$ cat config.mk
export PLATFORM = sky130hd
export DESIGN_NAME = lch_out_queue
export DESIGN_NICKNAME = d
export VERILOG_FILES = /design/src/rtl/core/lch_pkg.sv /design/src/rtl/core/lch_out_queue.sv
export SDC_FILE = /design/constraint.sdc
export NUM_CORES = 1
export LEC_CHECK = 0
export ABC_AREA = 1
export BUFFER_PORTS_ARGS = -buffer_cell sky130_fd_sc_hd__buf_2
export CORE_UTILIZATION = 51
export DETAILED_ROUTE_END_ITERATION = 8
export GPL_TIMING_DRIVEN = 0
export PLACE_DENSITY = 0.82
export SYNTH_ARGS = -nofsm -noshare
export SYNTH_HDL_FRONTEND = slang
export SYNTH_SLANG_ARGS = --single-unit
export TNS_END_PERCENT = 1
$ cat constraint.sdc
create_clock -name clk -period 1.5 [get_ports clk]
set_clock_uncertainty 0.15 [all_clocks]
set_input_delay 0.15 -clock clk [delete_from_list [all_inputs] [get_ports clk]]
set_output_delay 0.15 -clock clk [all_outputs]
set_load 0.02 [all_outputs]
$ cat src/rtl/core/lch_pkg.sv
// Shared constants, payload types and helpers for the line character histogram.
package lch_pkg;

  localparam int MAX_LINES    = 128;
  localparam int NUM_BINS     = 128;
  localparam int COUNT_WIDTH  = 16;
  localparam int RUN_W        = 16;

  localparam int BIN_W        = $clog2(NUM_BINS);
  localparam int LINE_ADDR_W  = (MAX_LINES > 1) ? $clog2(MAX_LINES) : 1;
  localparam int LINE_IDX_W   = $clog2(MAX_LINES + 1);
  localparam int STORE_ADDR_W = LINE_ADDR_W + BIN_W;
  localparam int STORE_DEPTH  = MAX_LINES * NUM_BINS;

  // result queue
  localparam int QDEPTH  = 4;
  localparam int QPTR_W  = $clog2(QDEPTH);
  localparam int QCNT_W  = $clog2(QDEPTH + 1);

  // config port
  localparam int CFG_ADDR_W = 3;
  localparam int CFG_DATA_W = 32;
  localparam logic REG_SEL_LF_PRESENT = 1'b0;  // paddr[2] of lf_present

  localparam logic CMD_BYTE = 1'b0;
  localparam logic CMD_READ = 1'b1;

  localparam logic [7:0] CODE_LF = 8'd10;
  localparam logic [7:0] CODE_CR = 8'd13;
  localparam logic [7:0] CODE_SP = 8'd32;
  localparam logic [7:0] CODE_DQ = 8'd34;
  localparam logic [7:0] CODE_SQ = 8'd39;
  localparam logic [7:0] CODE_S  = 8'd115;

  localparam logic [BIN_W-1:0] BIN_SP = BIN_W'(CODE_SP);
  localparam logic [BIN_W-1:0] BIN_S  = BIN_W'(CODE_S);

  localparam logic [COUNT_WIDTH-1:0] COUNT_MAX = '1;
  localparam logic [RUN_W-1:0]       RUN_MAX   = '1;

  typedef struct packed {
    logic       command;
    logic [7:0] data_byte;
    logic [7:0] next_byte;
    logic [7:0] second_next_byte;
    logic       last_of_data;
    logic [6:0] read_line;
    logic [6:0] read_bin;
  } item_t;

  typedef struct packed {
    logic [15:0] bin_count;
    logic [7:0]  lines_done;
    logic        line_ended;
    logic        double_quote_seen;
    logic        single_quote_seen;
    logic        store_full;
  } result_t;

  typedef struct packed {
    logic                    rd_en;
    logic [STORE_ADDR_W-1:0] addr;
    logic                    inc;
  } store_req_t;

  typedef struct packed {
    logic [7:0] lines_done;
    logic       line_ended;
    logic       dquote;
    logic       squote;
    logic       full;
  } line_status_t;

  function automatic logic [COUNT_WIDTH-1:0] count_inc(input logic [COUNT_WIDTH-1:0] v);
    return (v == COUNT_MAX) ? v : v + 1'b1;
  endfunction

  // space and run bins live in the per-line space rows, not the bin store
  function automatic logic is_space_bin(input logic [BIN_W-1:0] bin);
    return (bin == BIN_SP) || (bin == BIN_S);
  endfunction

endpackage

$ cat src/rtl/core/lch_out_queue.sv
// Result queue between the store pipeline and the result channel.
module lch_out_queue
  import lch_pkg::*;
(
  input  logic              clk,
  input  logic              rst,
  input  logic              push,
  input  result_t           din,
  output logic              valid,
  input  logic              stall,
  output result_t           dout,
  output logic [QCNT_W-1:0] count
);

  result_t           slots [QDEPTH];
  logic [QPTR_W-1:0] rd_ptr, wr_ptr;
  logic              pop;

  assign valid = count != '0;
  assign pop   = valid && !stall;
  assign dout  = slots[rd_ptr];

  always_ff @(posedge clk) begin
    if (rst) begin
      rd_ptr <= '0;
      wr_ptr <= '0;
      count  <= '0;
    end else begin
      if (push) begin
        wr_ptr <= wr_ptr + 1'b1;
      end
      if (pop) begin
        rd_ptr <= rd_ptr + 1'b1;
      end
      case ({push, pop})
        2'b10:   count <= count + 1'b1;
        2'b01:   count <= count - 1'b1;
        default: count <= count;
      endcase
    end
  end

  always_ff @(posedge clk) begin
    if (push) begin
      slots[wr_ptr] <= din;
    end
  end

  a_no_overflow: assert property (@(posedge clk) disable iff (rst)
    !(push && !pop && count == QCNT_W'(QDEPTH)))
    else $error("result queue overflow");

endmodule

==> flow_summary_export.csv <==
group,metric,value,unit
run_status,outcome,"finished, violations left",
run_status,violations,"setup timing",
finish,final_area,0.00648,mm^2
critical_path,path_max_fanout,5,
power,comb_power_share,26.7,%
global_route,overflow,0,
critical_path,worstSetupStartpointType,"flip-flop",
synthesis,synth_top_family_by_area,"compound AO/OA/AOI/OAI gates",
synthesis,yosys.area_share.xor_xnor,0,%
synthesis,syn_area_per_cell,13.8,um^2
hold_path,hold_class,"in2reg",
finish,fin_cells,576,
placement,place_hpwl,5.44,mm
clocking,cts_max_level,4,
synthesis,postSynthCellCount,334,
synthesis,ys_warn_count,0,
critical_path,reg2regPathDepth,4,
timing,min_period_over_period,141,%
critical_path,cp_cell_sequence,"buf_6 > inv_6 > clkbuf_16 > clkbuf_16 > o21ai_1 > o22ai_1 > buf_4",
global_route,track_usage,22.0,%
floorplan,initial_utilization,52.7,%
power,power,10.1,mW
timing,max_slew_margin,51.8,%
routing,ant_nets,0,
floorplan,die_width,97.1,um
clocking,clk_path_buf_depth,2,
timing,fin_setup_tns,-51.92,ns
global_route,antenna_found_initial,0,
critical_path,crit_path_frequent_cell,"clkbuf_16",
placement,place_inst,505,
critical_path,reg2reg_to,"slots[2][9]",
power,power_frac_seq,39.3,%
floorplan,dieArea,0.00944,mm^2
critical_path,cp-end-kind,"primary output",
finish,n_antenna_cell,0,
placement,preCtsSetupSlack,-0.650,ns
synthesis,synth_simple_gate_area_share,6.31,%
synthesis,netlist.area_leader.share,72.8,%
routing,vias_per_cell,5.57,
critical_path,crit_path_max_incr_delay,0.36,ns
synthesis,seq_area_frac_synth,76.7,%
finish,finish.utilization,73.9,%
critical_path,crit_slowest_cell,"dfxtp_2",
timing,worst_pin_slew,0.721,ns
hold_path,whs_path_depth,4,
floorplan,core,0.00876,mm^2
synthesis,netlist-cell-type-count,20,
synthesis,synth_fa_ha_area_share,1.79,%
placement,gp_congestion,0.750,
timing,holdWs,0.00434,ns
timing,rsz0062_at_grt,"true",
finish,nets,494,
critical_path,r2r_start,"wr_ptr[0]",
synthesis,yosysMostFrequentCell,"edfxtp_1",
routing,drt_iter0_drc,217,
hold_path,hold_end,"count[0]",
power,pwr-share-clk,34.0,%
placement,io_buffers,63,
synthesis,synth_flop_cell,"edfxtp_1",
timing,hold_viol,0,
timing,layout_setup_ws,-0.609,ns
floorplan,num_rows,34,
clocking,clk_pin_slew,0.05,ns
synthesis,synth_area_leaders,"edfxtp_1 73%, nor2_1 5.0%, o21ai_0 4.9%",
power,power.leakage,2.38,nW
power,p_switching,2.91,mW
routing,dr.pass1.iters,5,
finish,syn_to_final_growth,40.3,%
synthesis,synthArstFlopShare,0,%
power,p_sw_share,28.8,%
placement,placed_area,0.00509,mm^2
finish,final_layout_size_suffix_gt1_share,38.5,%
critical_path,worstPathRequired,1.20,ns
clocking,cts_tree,"done",
global_route,grt_pass1_wl,15.3,mm
routing,drcViolationCount,0,
floorplan,die_h,97.1,um
timing,setup_violations,143,
critical_path,crit_arrival,1.81,ns
clocking,cts_buffers,17,
routing,finalWirelength,10.8,mm
synthesis,synth-edff-count,112,
timing,slew_violations,0,
timing,fmax,474,MHz
job,maxCapViolations,0,
power,p_per_area,1560,mW/mm^2
synthesis,yosys.area.top_type,"edfxtp_1",
routing,vias,3211,
critical_path,crit_type,"reg2out",
clocking,cts.sinks,121,
synthesis,ys_top_cells_by_count,"112 x edfxtp_1, 61 x nor2_1, 45 x o21ai_0",
synthesis,synth_area,0.00462,mm^2
synthesis,synth-seq-cells,121,
synthesis,synthMuxAreaShare,0,%
timing,min_period,2.11,ns
hold_path,min-delay-start,"push",
global_route,grt_max_degree,29,
routing,wl_per_cell,18.8,um
finish,n_fill_cell,522,
critical_path,reg2reg_setup_slack,-0.37,ns
synthesis,synth_compound_area_share,11.1,%
synthesis,syn_nets,372,
clocking,clock-root-buffer,"clkbuf_8",
power,vdd_drop_max,1.17,mV
clocking,clock_latency,0.51,ns
power,p_int,7.19,mW
floorplan,io_pins,64,
global_route,grt_pass1_vias,3254,
[cells by family (layout without fill, tap and decap cells)]
group,after synthesis,in the layout
flip-flops,121,121
buffers and inverters,36,170
AO/OA/AOI/OAI,95,95
AND/OR/NAND/NOR,76,76
adder cells (fa/ha/maj),6,6
[registers in the layout, indices dropped and copies added, names as in the netlist, named ones only]
signal,count
count,3
rd_ptr,2
slots,112
wr_ptr,2
[power by group through the flow]
| stage | clock network [mW] | registers (mW) | logic [mW] |
|---|---|---|---|
| final | 3.44 | 3.97 | 2.70 |
| after global placement | 0 | 4.02 | 1.78 |
| after CTS | 3.43 | 3.96 | 2.17 |
| after detailed placement | 0 | 4.03 | 1.83 |
| after global routing | 3.61 | 3.99 | 2.86 |
| after floorplan | 0 | 4.04 | 1.18 |
[placed cells by master, fill, tap and decap left out, drive strengths merged]
master / synthesis / layout
edfxtp: 112 / 112
buf: 10 / 80
nor2: 61 / 61
o21ai: 60 / 60
dlygate4sd3: 0 / 31
o22ai: 28 / 28
clkbuf: 7 / 27
inv: 18 / 15
nand2: 11 / 11
clkinv: 1 / 10
dfxtp: 9 / 9
clkinvlp: 0 / 6
a21oi: 6 / 6
ha: 5 / 5
nand3: 3 / 3
a31oi: 1 / 1
nand4: 1 / 1
fa: 1 / 1
bufinv: 0 / 1
[how the worst max path moves through the flow]
stage	endpoint	start
after global placement	slots[0][7]	wr_ptr[0]
final	dout[12]	flip-flop
after CTS	dout[5]	flip-flop
after global routing	dout[12]	flip-flop
after floorplan	count[2]	count[0]
after detailed placement	slots[0][7]	wr_ptr[0]
[worst max-delay path, delay by kind of cell (launching register included)]
kind | cells | cell delay (ns)
buf+inv | 5 | 0.66
compound gates | 2 | 0.28
flops | 1 | 0.36
[what timing repair did]
action | in CTS | in global routing
gates cloned | 1 | 4
endpoints found under the hold margin | 121 | 0
endpoints found under the setup margin | 143 | 144
gates resized for setup | 61 | 91
pin swaps | 10 | 21
setup buffers | 4 | 0
hold buffers | 31 | 0
[routing by layer]
metal | share of wire (%) | up-vias | wire length [um] | GRT usage [%]
met5 | 0 | - | 0 | 0
met4 | 2.1 | 0 | 227 | 11.6
met3 | 7.2 | 19 | 782 | 7.05
met2 | 52 | 175 | 5590 | 36.0
met1 | 39 | 1540 | 4220 | 26.0
li1 | - | 1477 | - | -
[final cells by class]
cell class	instances	area, um^2	share of cell area (%)
Sequential cell	121	3560	55.0
Multi-Input combinational cell	177	1100	17.0
Timing Repair Buffer	103	887	13.7
Clock buffer	18	418	6.45
Buffer	17	190	2.94
Tap cell	108	135	2.09
Inverter	19	96.3	1.49
Clock inverter	13	87.6	1.35
(Power assumes the default switching activity.)
