[src/rtl/core/lch_pkg.sv]
// Shared constants, payload types and helpers for the line character histogram.
package lch_pkg;

  localparam int MAX_LINES    = 128;
  localparam int NUM_BINS     = 128;
  localparam int COUNT_WIDTH  = 16;
  localparam int RUN_W        = 16;

  localparam int BIN_W        = $clog2(NUM_BINS);
  localparam int LINE_ADDR_W  = (MAX_LINES > 1) ? $clog2(MAX_LINES) : 1;
  localparam int LINE_IDX_W   = $clog2(MAX_LINES + 1);
  localparam int STORE_ADDR_W = LINE_ADDR_W + BIN_W;
  localparam int STORE_DEPTH  = MAX_LINES * NUM_BINS;

  // result queue
  localparam int QDEPTH  = 4;
  localparam int QPTR_W  = $clog2(QDEPTH);
  localparam int QCNT_W  = $clog2(QDEPTH + 1);

  // config port
  localparam int CFG_ADDR_W = 3;
  localparam int CFG_DATA_W = 32;
  localparam logic REG_SEL_LF_PRESENT = 1'b0;  // paddr[2] of lf_present

  localparam logic CMD_BYTE = 1'b0;
  localparam logic CMD_READ = 1'b1;

  localparam logic [7:0] CODE_LF = 8'd10;
  localparam logic [7:0] CODE_CR = 8'd13;
  localparam logic [7:0] CODE_SP = 8'd32;
  localparam logic [7:0] CODE_DQ = 8'd34;
  localparam logic [7:0] CODE_SQ = 8'd39;
  localparam logic [7:0] CODE_S  = 8'd115;

  localparam logic [BIN_W-1:0] BIN_SP = BIN_W'(CODE_SP);
  localparam logic [BIN_W-1:0] BIN_S  = BIN_W'(CODE_S);

  localparam logic [COUNT_WIDTH-1:0] COUNT_MAX = '1;
  localparam logic [RUN_W-1:0]       RUN_MAX   = '1;

  typedef struct packed {
    logic       command;
    logic [7:0] data_byte;
    logic [7:0] next_byte;
    logic [7:0] second_next_byte;
    logic       last_of_data;
    logic [6:0] read_line;
    logic [6:0] read_bin;
  } item_t;

  typedef struct packed {
    logic [15:0] bin_count;
    logic [7:0]  lines_done;
    logic        line_ended;
    logic        double_quote_seen;
    logic        single_quote_seen;
    logic        store_full;
  } result_t;

  typedef struct packed {
    logic                    rd_en;
    logic [STORE_ADDR_W-1:0] addr;
    logic                    inc;
  } store_req_t;

  typedef struct packed {
    logic [7:0] lines_done;
    logic       line_ended;
    logic       dquote;
    logic       squote;
    logic       full;
  } line_status_t;

  function automatic logic [COUNT_WIDTH-1:0] count_inc(input logic [COUNT_WIDTH-1:0] v);
    return (v == COUNT_MAX) ? v : v + 1'b1;
  endfunction

  // space and run bins live in the per-line space rows, not the bin store
  function automatic logic is_space_bin(input logic [BIN_W-1:0] bin);
    return (bin == BIN_SP) || (bin == BIN_S);
  endfunction

endpackage

[src/rtl/core/lch_line_ctrl.sv]
// Per-line parse state, newline detection and the per-line space/run rows.
module lch_line_ctrl
  import lch_pkg::*;
(
  input  logic                   clk,
  input  logic                   rst,
  input  logic                   accept,
  input  item_t                  item,
  input  logic                   lf_present,
  output line_status_t           status,
  output store_req_t             store_req,
  output logic [COUNT_WIDTH-1:0] space_count
);

  // state
  logic [LINE_IDX_W-1:0]  line_index, line_index_next;
  logic [RUN_W-1:0]       run, run_next;
  logic                   at_start, at_start_next;
  logic [1:0]             skip, skip_next;
  logic                   dq, dq_next;
  logic                   sq, sq_next;
  logic [COUNT_WIDTH-1:0] sp_cnt, sp_next;
  logic [COUNT_WIDTH-1:0] s_cnt, s_next;

  // space rows of closed lines: {space bin, run bin}
  logic [2*COUNT_WIDTH-1:0] space_mem [MAX_LINES];
  logic [2*COUNT_WIDTH-1:0] space_rdata;
  logic                     rd_cur, rd_mem_ok, rd_sel_s;
  logic [COUNT_WIDTH-1:0]   rd_cur_val;

  logic [7:0]             c, n1, n2;
  logic                   last, full, feed, eol, close, main_inc, is_read;
  logic [1:0]             eol_skip;
  logic [COUNT_WIDTH-1:0] sp_upd, s_upd;
  logic [31:0]            sp_w, run_w;

  assign is_read = accept && (item.command == CMD_READ);

  always_comb begin
    c    = item.data_byte;
    last = item.last_of_data;
    n1   = last ? 8'd0 : item.next_byte;
    n2   = last ? 8'd0 : item.second_next_byte;
    full = 32'(line_index) >= 32'(MAX_LINES);
    feed = accept && (item.command == CMD_BYTE) && !full;

    line_index_next = line_index;
    run_next        = run;
    at_start_next   = at_start;
    skip_next       = skip;
    dq_next         = dq;
    sq_next         = sq;
    sp_upd          = sp_cnt;
    s_upd           = s_cnt;
    sp_next         = sp_cnt;
    s_next          = s_cnt;
    eol             = 1'b0;
    eol_skip        = 2'd0;
    close           = 1'b0;
    main_inc        = 1'b0;
    sp_w            = 32'(sp_cnt);
    run_w           = 32'(run);

    if (feed) begin
      if (skip != 2'd0) begin
        // tail bytes of a multi-byte line end
        skip_next = last ? 2'd0 : skip - 2'd1;
      end else if (at_start && c == CODE_SP) begin
        close = last;
      end else begin
        at_start_next = 1'b0;
        if (!c[7]) begin
          main_inc = (c != CODE_SP) && (c != CODE_S);
          if (c == CODE_SP) begin
            sp_upd = count_inc(sp_cnt);
            if (run == '0) begin
              s_upd = count_inc(s_cnt);
            end
          end
          if (c == CODE_DQ) begin
            dq_next = 1'b1;
          end
          if (c == CODE_SQ) begin
            sq_next = 1'b1;
          end
          if (c == CODE_LF) begin
            eol      = 1'b1;
            eol_skip = (n1 == CODE_CR) ? 2'd1 : 2'd0;
          end else if (c == CODE_CR) begin
            if (n1 == CODE_LF) begin
              eol      = 1'b1;
              eol_skip = 2'd1;
            end else if (n1 == CODE_CR && n2 == CODE_LF) begin
              eol      = 1'b1;
              eol_skip = 2'd2;
            end else if (!lf_present) begin
              eol = 1'b1;
            end
          end
        end
        if (eol) begin
          // take trailing spaces back out
          sp_upd = (sp_w > run_w) ? COUNT_WIDTH'(sp_w - run_w) : '0;
          if (run != '0) begin
            s_upd = (s_cnt != '0) ? s_cnt - 1'b1 : '0;
          end
          close     = 1'b1;
          skip_next = last ? 2'd0 : eol_skip;
        end else begin
          if (c == CODE_SP) begin
            run_next = (run == RUN_MAX) ? run : run + 1'b1;
          end else begin
            run_next = '0;
          end
          close = last;
        end
      end
    end

    if (close) begin
      line_index_next = line_index + 1'b1;
      at_start_next   = 1'b1;
      run_next        = '0;
      sp_next         = '0;
      s_next          = '0;
    end else begin
      sp_next = sp_upd;
      s_next  = s_upd;
    end
  end

  always_comb begin
    status.lines_done = 8'(line_index_next);
    status.line_ended = close;
    status.dquote     = dq_next;
    status.squote     = sq_next;
    status.full       = 32'(line_index_next) >= 32'(MAX_LINES);

    store_req.rd_en = is_read || main_inc;
    store_req.inc   = main_inc;
    if (item.command == CMD_READ) begin
      store_req.addr = {LINE_ADDR_W'(item.read_line), item.read_bin};
    end else begin
      store_req.addr = {line_index[LINE_ADDR_W-1:0], c[BIN_W-1:0]};
    end
  end

  always_ff @(posedge clk) begin
    if (rst) begin
      line_index <= '0;
      run        <= '0;
      at_start   <= 1'b1;
      skip       <= 2'd0;
      dq         <= 1'b0;
      sq         <= 1'b0;
      sp_cnt     <= '0;
      s_cnt      <= '0;
    end else begin
      line_index <= line_index_next;
      run        <= run_next;
      at_start   <= at_start_next;
      skip       <= skip_next;
      dq         <= dq_next;
      sq         <= sq_next;
      sp_cnt     <= sp_next;
      s_cnt      <= s_next;
    end
  end

  // rows are written once, when their line closes; rows at or past the
  // current line are read but their data is never used
  always_ff @(posedge clk) begin
    if (close) begin
      space_mem[line_index[LINE_ADDR_W-1:0]] <= {sp_upd, s_upd};
    end
    if (is_read) begin
      space_rdata <= space_mem[LINE_ADDR_W'(item.read_line)];
    end
  end

  always_ff @(posedge clk) begin
    if (is_read) begin
      rd_cur     <= 32'(item.read_line) == 32'(line_index);
      rd_mem_ok  <= 32'(item.read_line) < 32'(line_index);
      rd_sel_s   <= item.read_bin == BIN_S;
      rd_cur_val <= (item.read_bin == BIN_S) ? s_cnt : sp_cnt;
    end
  end

  always_comb begin
    if (rd_cur) begin
      space_count = rd_cur_val;
    end else if (rd_mem_ok) begin
      space_count = rd_sel_s ? space_rdata[COUNT_WIDTH-1:0]
                             : space_rdata[2*COUNT_WIDTH-1:COUNT_WIDTH];
    end else begin
      space_count = '0;
    end
  end

endmodule

[config.mk]
export PLATFORM = sky130hd
export DESIGN_NAME = lch_line_ctrl
export DESIGN_NICKNAME = d
export VERILOG_FILES = /design/src/rtl/core/lch_pkg.sv /design/src/rtl/core/lch_line_ctrl.sv
export SDC_FILE = /design/constraint.sdc
export NUM_CORES = 2
export LEC_CHECK = 0
export BUFFER_PORTS_ARGS = -buffer_cell sky130_fd_sc_hd__buf_2
export CORE_MARGIN = 5
export CORE_UTILIZATION = 62
export DETAILED_ROUTE_END_ITERATION = 8
export PLACE_DENSITY_LB_ADDON = 0.08
export SLEW_MARGIN = 20
export SYNTH_ARGS = -nofsm -noshare
export SYNTH_HDL_FRONTEND = slang
export SYNTH_SLANG_ARGS = --single-unit
[constraint.sdc]
create_clock -name clk -period 10.5 [get_ports clk]
set_input_delay 1.575 -clock clk [delete_from_list [all_inputs] [get_ports clk]]
set_output_delay 1.575 -clock clk [all_outputs]
set_load 0.1 [all_outputs]
==> flow_results.xml <==
<?xml version="1.0" encoding="UTF-8"?>
<metrics>
  <group name="status">
    <metric name="status" unit="">complete, no violations</metric>
  </group>
  <group name="timing">
    <metric name="period_minus_slack" unit="ns">7.02</metric>
    <metric name="total_negative_slack" unit="ns">0</metric>
    <metric name="slew_headroom" unit="">0.212</metric>
    <metric name="fin_skew" unit="ns">0.0383</metric>
    <metric name="final_hold_viol_count" unit="">0</metric>
    <metric name="rsz0062_at_grt" unit="">no</metric>
    <metric name="tightestPinTransition" unit="ns">1.17</metric>
    <metric name="finalMaxSlewViolations" unit="">0</metric>
    <metric name="setup_viol_count_final" unit="">0</metric>
    <metric name="max_freq" unit="MHz">142</metric>
    <metric name="finalCritPeriodShare" unit="">0.669</metric>
  </group>
  <group name="yosys">
    <metric name="postSynthRegisterBits" unit="">4208</metric>
    <metric name="syn-instance-count" unit="">7812</metric>
    <metric name="yosys.area_share.xor_xnor" unit="">0.00176</metric>
    <metric name="ys_seq_area_frac" unit="">0.767</metric>
    <metric name="main_combinational_cell_family_by_area_after_synthesis" unit="">multiplexers</metric>
    <metric name="syn_area" unit="um2">164000</metric>
    <metric name="yosys.cell_types.count" unit="">78</metric>
    <metric name="yosys.area_share.simple" unit="">0.0321</metric>
    <metric name="synth_edf_count" unit="">4147</metric>
    <metric name="synth-async-reset-ratio" unit="">0</metric>
    <metric name="syn_area_per_cell" unit="um2">21.0</metric>
    <metric name="synth_nets" unit="">7889</metric>
    <metric name="share_of_synthesized_area_spent_on_multiplexers" unit="">0.155</metric>
    <metric name="synthesis.yosys.warnings" unit="">0</metric>
    <metric name="synth_compound_area_frac" unit="">0.0288</metric>
    <metric name="yosys_most_used_dff" unit="">sky130_fd_sc_hd__edfxtp_1</metric>
    <metric name="synth_adder_area_share" unit="">0.00257</metric>
  </group>
  <group name="global_route">
    <metric name="initial_antenna_violation_count" unit="">25</metric>
    <metric name="grt_most_used_layer" unit="">met2</metric>
    <metric name="vias_in_the_first_global_route" unit="">81400</metric>
    <metric name="grt_util_met2" unit="">0.480</metric>
    <metric name="pin_count_of_the_biggest_net_entering_global_routing" unit="">133</metric>
    <metric name="grt.met1_usage" unit="">0.444</metric>
    <metric name="grtUsageMet3" unit="">0.0633</metric>
    <metric name="global_route.overflow_total" unit="">0</metric>
    <metric name="grt_first_pass_wirelength" unit="mm">601</metric>
    <metric name="grt_use_total" unit="">0.310</metric>
  </group>
  <group name="floorplan">
    <metric name="std_cell_rows" unit="">188</metric>
    <metric name="die_boundary_height" unit="um">524</metric>
    <metric name="initial_core_util" unit="">0.624</metric>
    <metric name="floorplan.core_area" unit="um2">263000</metric>
    <metric name="die_area" unit="um2">275000</metric>
    <metric name="chipWidth" unit="um">524</metric>
    <metric name="io_pins" unit="">88</metric>
  </group>
  <group name="setup_path">
    <metric name="critPathLaunchType" unit="">primary input</metric>
    <metric name="reg2reg_from" unit="">skip[0]</metric>
    <metric name="timing.critical_path.required" unit="ns">8.93</metric>
    <metric name="critPathMaxFanout" unit="">18</metric>
    <metric name="reg2regPathDepth" unit="">8</metric>
    <metric name="crit_arrival" unit="ns">5.45</metric>
    <metric name="worstSetupEndpointType" unit="">primary output</metric>
    <metric name="r2r_end" unit="">space_mem[73][14]</metric>
    <metric name="timing_worst_setup_path_type" unit="">primary input to primary output</metric>
    <metric name="timing.reg2reg.setup_slack" unit="ns">5.23</metric>
  </group>
  <group name="pwr">
    <metric name="pwr_density_cell" unit="nW/um2">183</metric>
    <metric name="power" unit="mW">33.8</metric>
    <metric name="power.leakage" unit="nW">55.4</metric>
    <metric name="worst_ir_drop_vdd" unit="mV">0.164</metric>
  </group>
  <group name="detailed_routing">
    <metric name="detail_route.drc_violations" unit="">0</metric>
    <metric name="drtIter0Drc" unit="">11000</metric>
    <metric name="vias" unit="">82400</metric>
    <metric name="drt-vias-per-instance" unit="">6.87</metric>
    <metric name="drtAntennaViolNets" unit="">0</metric>
    <metric name="drt_pre_antenna_iters" unit="">9</metric>
    <metric name="routed_wire_length_per_instance" unit="um">35.4</metric>
    <metric name="postRouteWirelength" unit="mm">424</metric>
  </group>
  <group name="cts">
    <metric name="cts_tree" unit="">built</metric>
    <metric name="htree_num_levels" unit="">5</metric>
    <metric name="clock_tree.root_cell" unit="">sky130_fd_sc_hd__clkbuf_16</metric>
    <metric name="postCtsSetupRepairBufs" unit="">0</metric>
    <metric name="cts_resizes" unit="">0</metric>
    <metric name="postCtsHoldBufs" unit="">0</metric>
    <metric name="worst_skew_pair.late_latency" unit="ns">0.95</metric>
    <metric name="clock_sink_count" unit="">4208</metric>
    <metric name="clk_transition_reported_paths" unit="ns">0.05</metric>
    <metric name="cts-root-to-sink-buffers" unit="">4</metric>
    <metric name="numCtsBuffers" unit="">412</metric>
  </group>
  <group name="min_path">
    <metric name="worst_hold_path.endpoint" unit="">skip[1]</metric>
    <metric name="hold_path_startpoint" unit="">skip[1]</metric>
    <metric name="min_delay_path_depth" unit="">2</metric>
    <metric name="min-delay-path-class" unit="">flop to flop</metric>
  </group>
  <group name="placed_design">
    <metric name="place.detailed.hpwl" unit="mm">243</metric>
    <metric name="post-place-cells" unit="">11200</metric>
    <metric name="gpl.final_weighted_congestion" unit="">0.919</metric>
    <metric name="place.port_buffers" unit="">87</metric>
  </group>
  <group name="cells_and_area">
    <metric name="final.fill_count" unit="">15800</metric>
    <metric name="finish.cell_count_without_fillers" unit="">12000</metric>
    <metric name="most-common-layout-cells" unit="">sky130_fd_sc_hd__edfxtp_1 (4,147), sky130_fd_sc_hd__mux4_2 (992), sky130_fd_sc_hd__clkbuf_16 (421), sky130_fd_sc_hd__mux2i_1 (307), sky130_fd_sc_hd__a211oi_1 (200)</metric>
    <metric name="drive_gt1_frac" unit="">0.249</metric>
    <metric name="area_delta_synth_final" unit="%">12.5</metric>
    <metric name="most_common_cell_after_layout_fill_and_taps_aside" unit="">sky130_fd_sc_hd__edfxtp_1</metric>
    <metric name="nNetsFinal" unit="">8190</metric>
  </group>
  <group name="job">
    <metric name="max_cap_viol_count" unit="">0</metric>
  </group>
</metrics>
## report_power, final
group,switching (mW),leakage [nW],internal [mW],total [mW]
sequential,0.0101,36.5,18.2,18.2
clock,6.15,6.48,8.41,14.6
combinational,0.683,12.4,0.331,1.01
total,6.84,55.4,26.9,33.8
## final cells by class
| type | count | area, um2 | share of cell area |
|---|---|---|---|
| inverter | 43 | 161 | 0.000875 |
| tap | 3515 | 4400 | 0.0238 |
| sequential | 4208 | 126000 | 0.682 |
| antenna | 14 | 35.0 | 0.000190 |
| timing repair buffer | 338 | 3270 | 0.0177 |
| clock inverter | 238 | 2350 | 0.0127 |
| clock buffer | 520 | 10900 | 0.0592 |
| multi-input combinational | 3110 | 37600 | 0.204 |
## stage by stage
step / utilization / setup slack, ns / hold slack, ns / cell area (um2)
after global placement: 0.647 / 3.51 / 0.446 / 170000
after CTS: 0.700 / 3.58 / 0.462 / 184000
final: 0.702 / 3.48 / 0.462 / 184000
after floorplan: - / 0.975 / 0.436 / 164000
after global routing: 0.702 / 3.46 / 0.511 / 184000
after detailed placement: 0.649 / 3.61 / 0.454 / 171000
## cells in the mapped netlist (22+ instances only)
| library cell | number | area, um2 |
|---|---|---|
| sky130_fd_sc_hd__dfxtp_1 | 61 | 1220 |
| sky130_fd_sc_hd__mux4_2 | 992 | 22300 |
| sky130_fd_sc_hd__nand3_1 | 105 | 526 |
| sky130_fd_sc_hd__nor2b_1 | 142 | 888 |
| sky130_fd_sc_hd__xnor2_1 | 24 | 210 |
| sky130_fd_sc_hd__ha_1 | 32 | 400 |
| sky130_fd_sc_hd__mux2i_1 | 307 | 3070 |
| sky130_fd_sc_hd__nor4_1 | 22 | 138 |
| sky130_fd_sc_hd__nor3_1 | 67 | 335 |
| sky130_fd_sc_hd__a211oi_1 | 201 | 1510 |
| sky130_fd_sc_hd__a21oi_1 | 177 | 886 |
| sky130_fd_sc_hd__nor3b_1 | 68 | 510 |
| sky130_fd_sc_hd__o21ai_0 | 135 | 676 |
| sky130_fd_sc_hd__clkbuf_1 | 315 | 1180 |
| sky130_fd_sc_hd__a22oi_1 | 129 | 968 |
| sky130_fd_sc_hd__buf_2 | 55 | 275 |
| sky130_fd_sc_hd__nand2_1 | 151 | 567 |
| sky130_fd_sc_hd__edfxtp_1 | 4147 | 125000 |
| sky130_fd_sc_hd__inv_1 | 43 | 161 |
| sky130_fd_sc_hd__nand4_1 | 66 | 413 |
| sky130_fd_sc_hd__and2_1 | 27 | 169 |
| sky130_fd_sc_hd__buf_1 | 75 | 282 |
| sky130_fd_sc_hd__nor2_1 | 284 | 1070 |
## routing by layer
metal,part of all wire,up-vias
met5,0,-
met4,0.049,0
met3,0.098,762
met2,0.48,4704
met1,0.38,43600
li1,-,33300
## worst max-delay path by stage
stage / endpoint / start / slack (ns)
floorplan: space_mem[0][25] / item[19] / 0.97
global placement: status[9] / item[20] / 3.51
detailed placement: status[9] / item[32] / 3.61
CTS: status[9] / item[20] / 3.58
global route: status[9] / item[32] / 3.46
finish: status[9] / item[32] / 3.48
## worst max-delay path: stages
cell and delay (ns):
sky130_fd_sc_hd__buf_2 0.18, sky130_fd_sc_hd__or3b_1 0.41, sky130_fd_sc_hd__a2111o_1 0.58, sky130_fd_sc_hd__a2111o_1 0.42, sky130_fd_sc_hd__nand2_1 0.08, sky130_fd_sc_hd__buf_4 0.37, sky130_fd_sc_hd__nand4_1 0.32, sky130_fd_sc_hd__buf_4 0.46
sky130_fd_sc_hd__or3_1 0.47, sky130_fd_sc_hd__nand2_1 0.09, sky130_fd_sc_hd__buf_2 0.42
## flip-flops by register name, summed over array words and instances, names as in the netlist
name,cells
space_mem,4096
rd_sel_s,1
line_index,8
skip,2
sq,1
dq,1
run,16
at_start,1
sp_cnt,16
space_rdata,32
rd_mem_ok,1
rd_cur_val,16
rd_cur,1
s_cnt,16
## kinds of logic (layout without fill, tap and decap cells)
family / count (synthesis) / in the layout
flops: 4208 / 4208
mux: 1305 / 1305
simple gates: 1016 / 1016
compound gates: 723 / 723
buf+inv: 494 / 1139
fa+ha+maj: 33 / 33
xor+xnor: 33 / 33
other cells: 0 / 14
(Power assumes the default switching activity.)
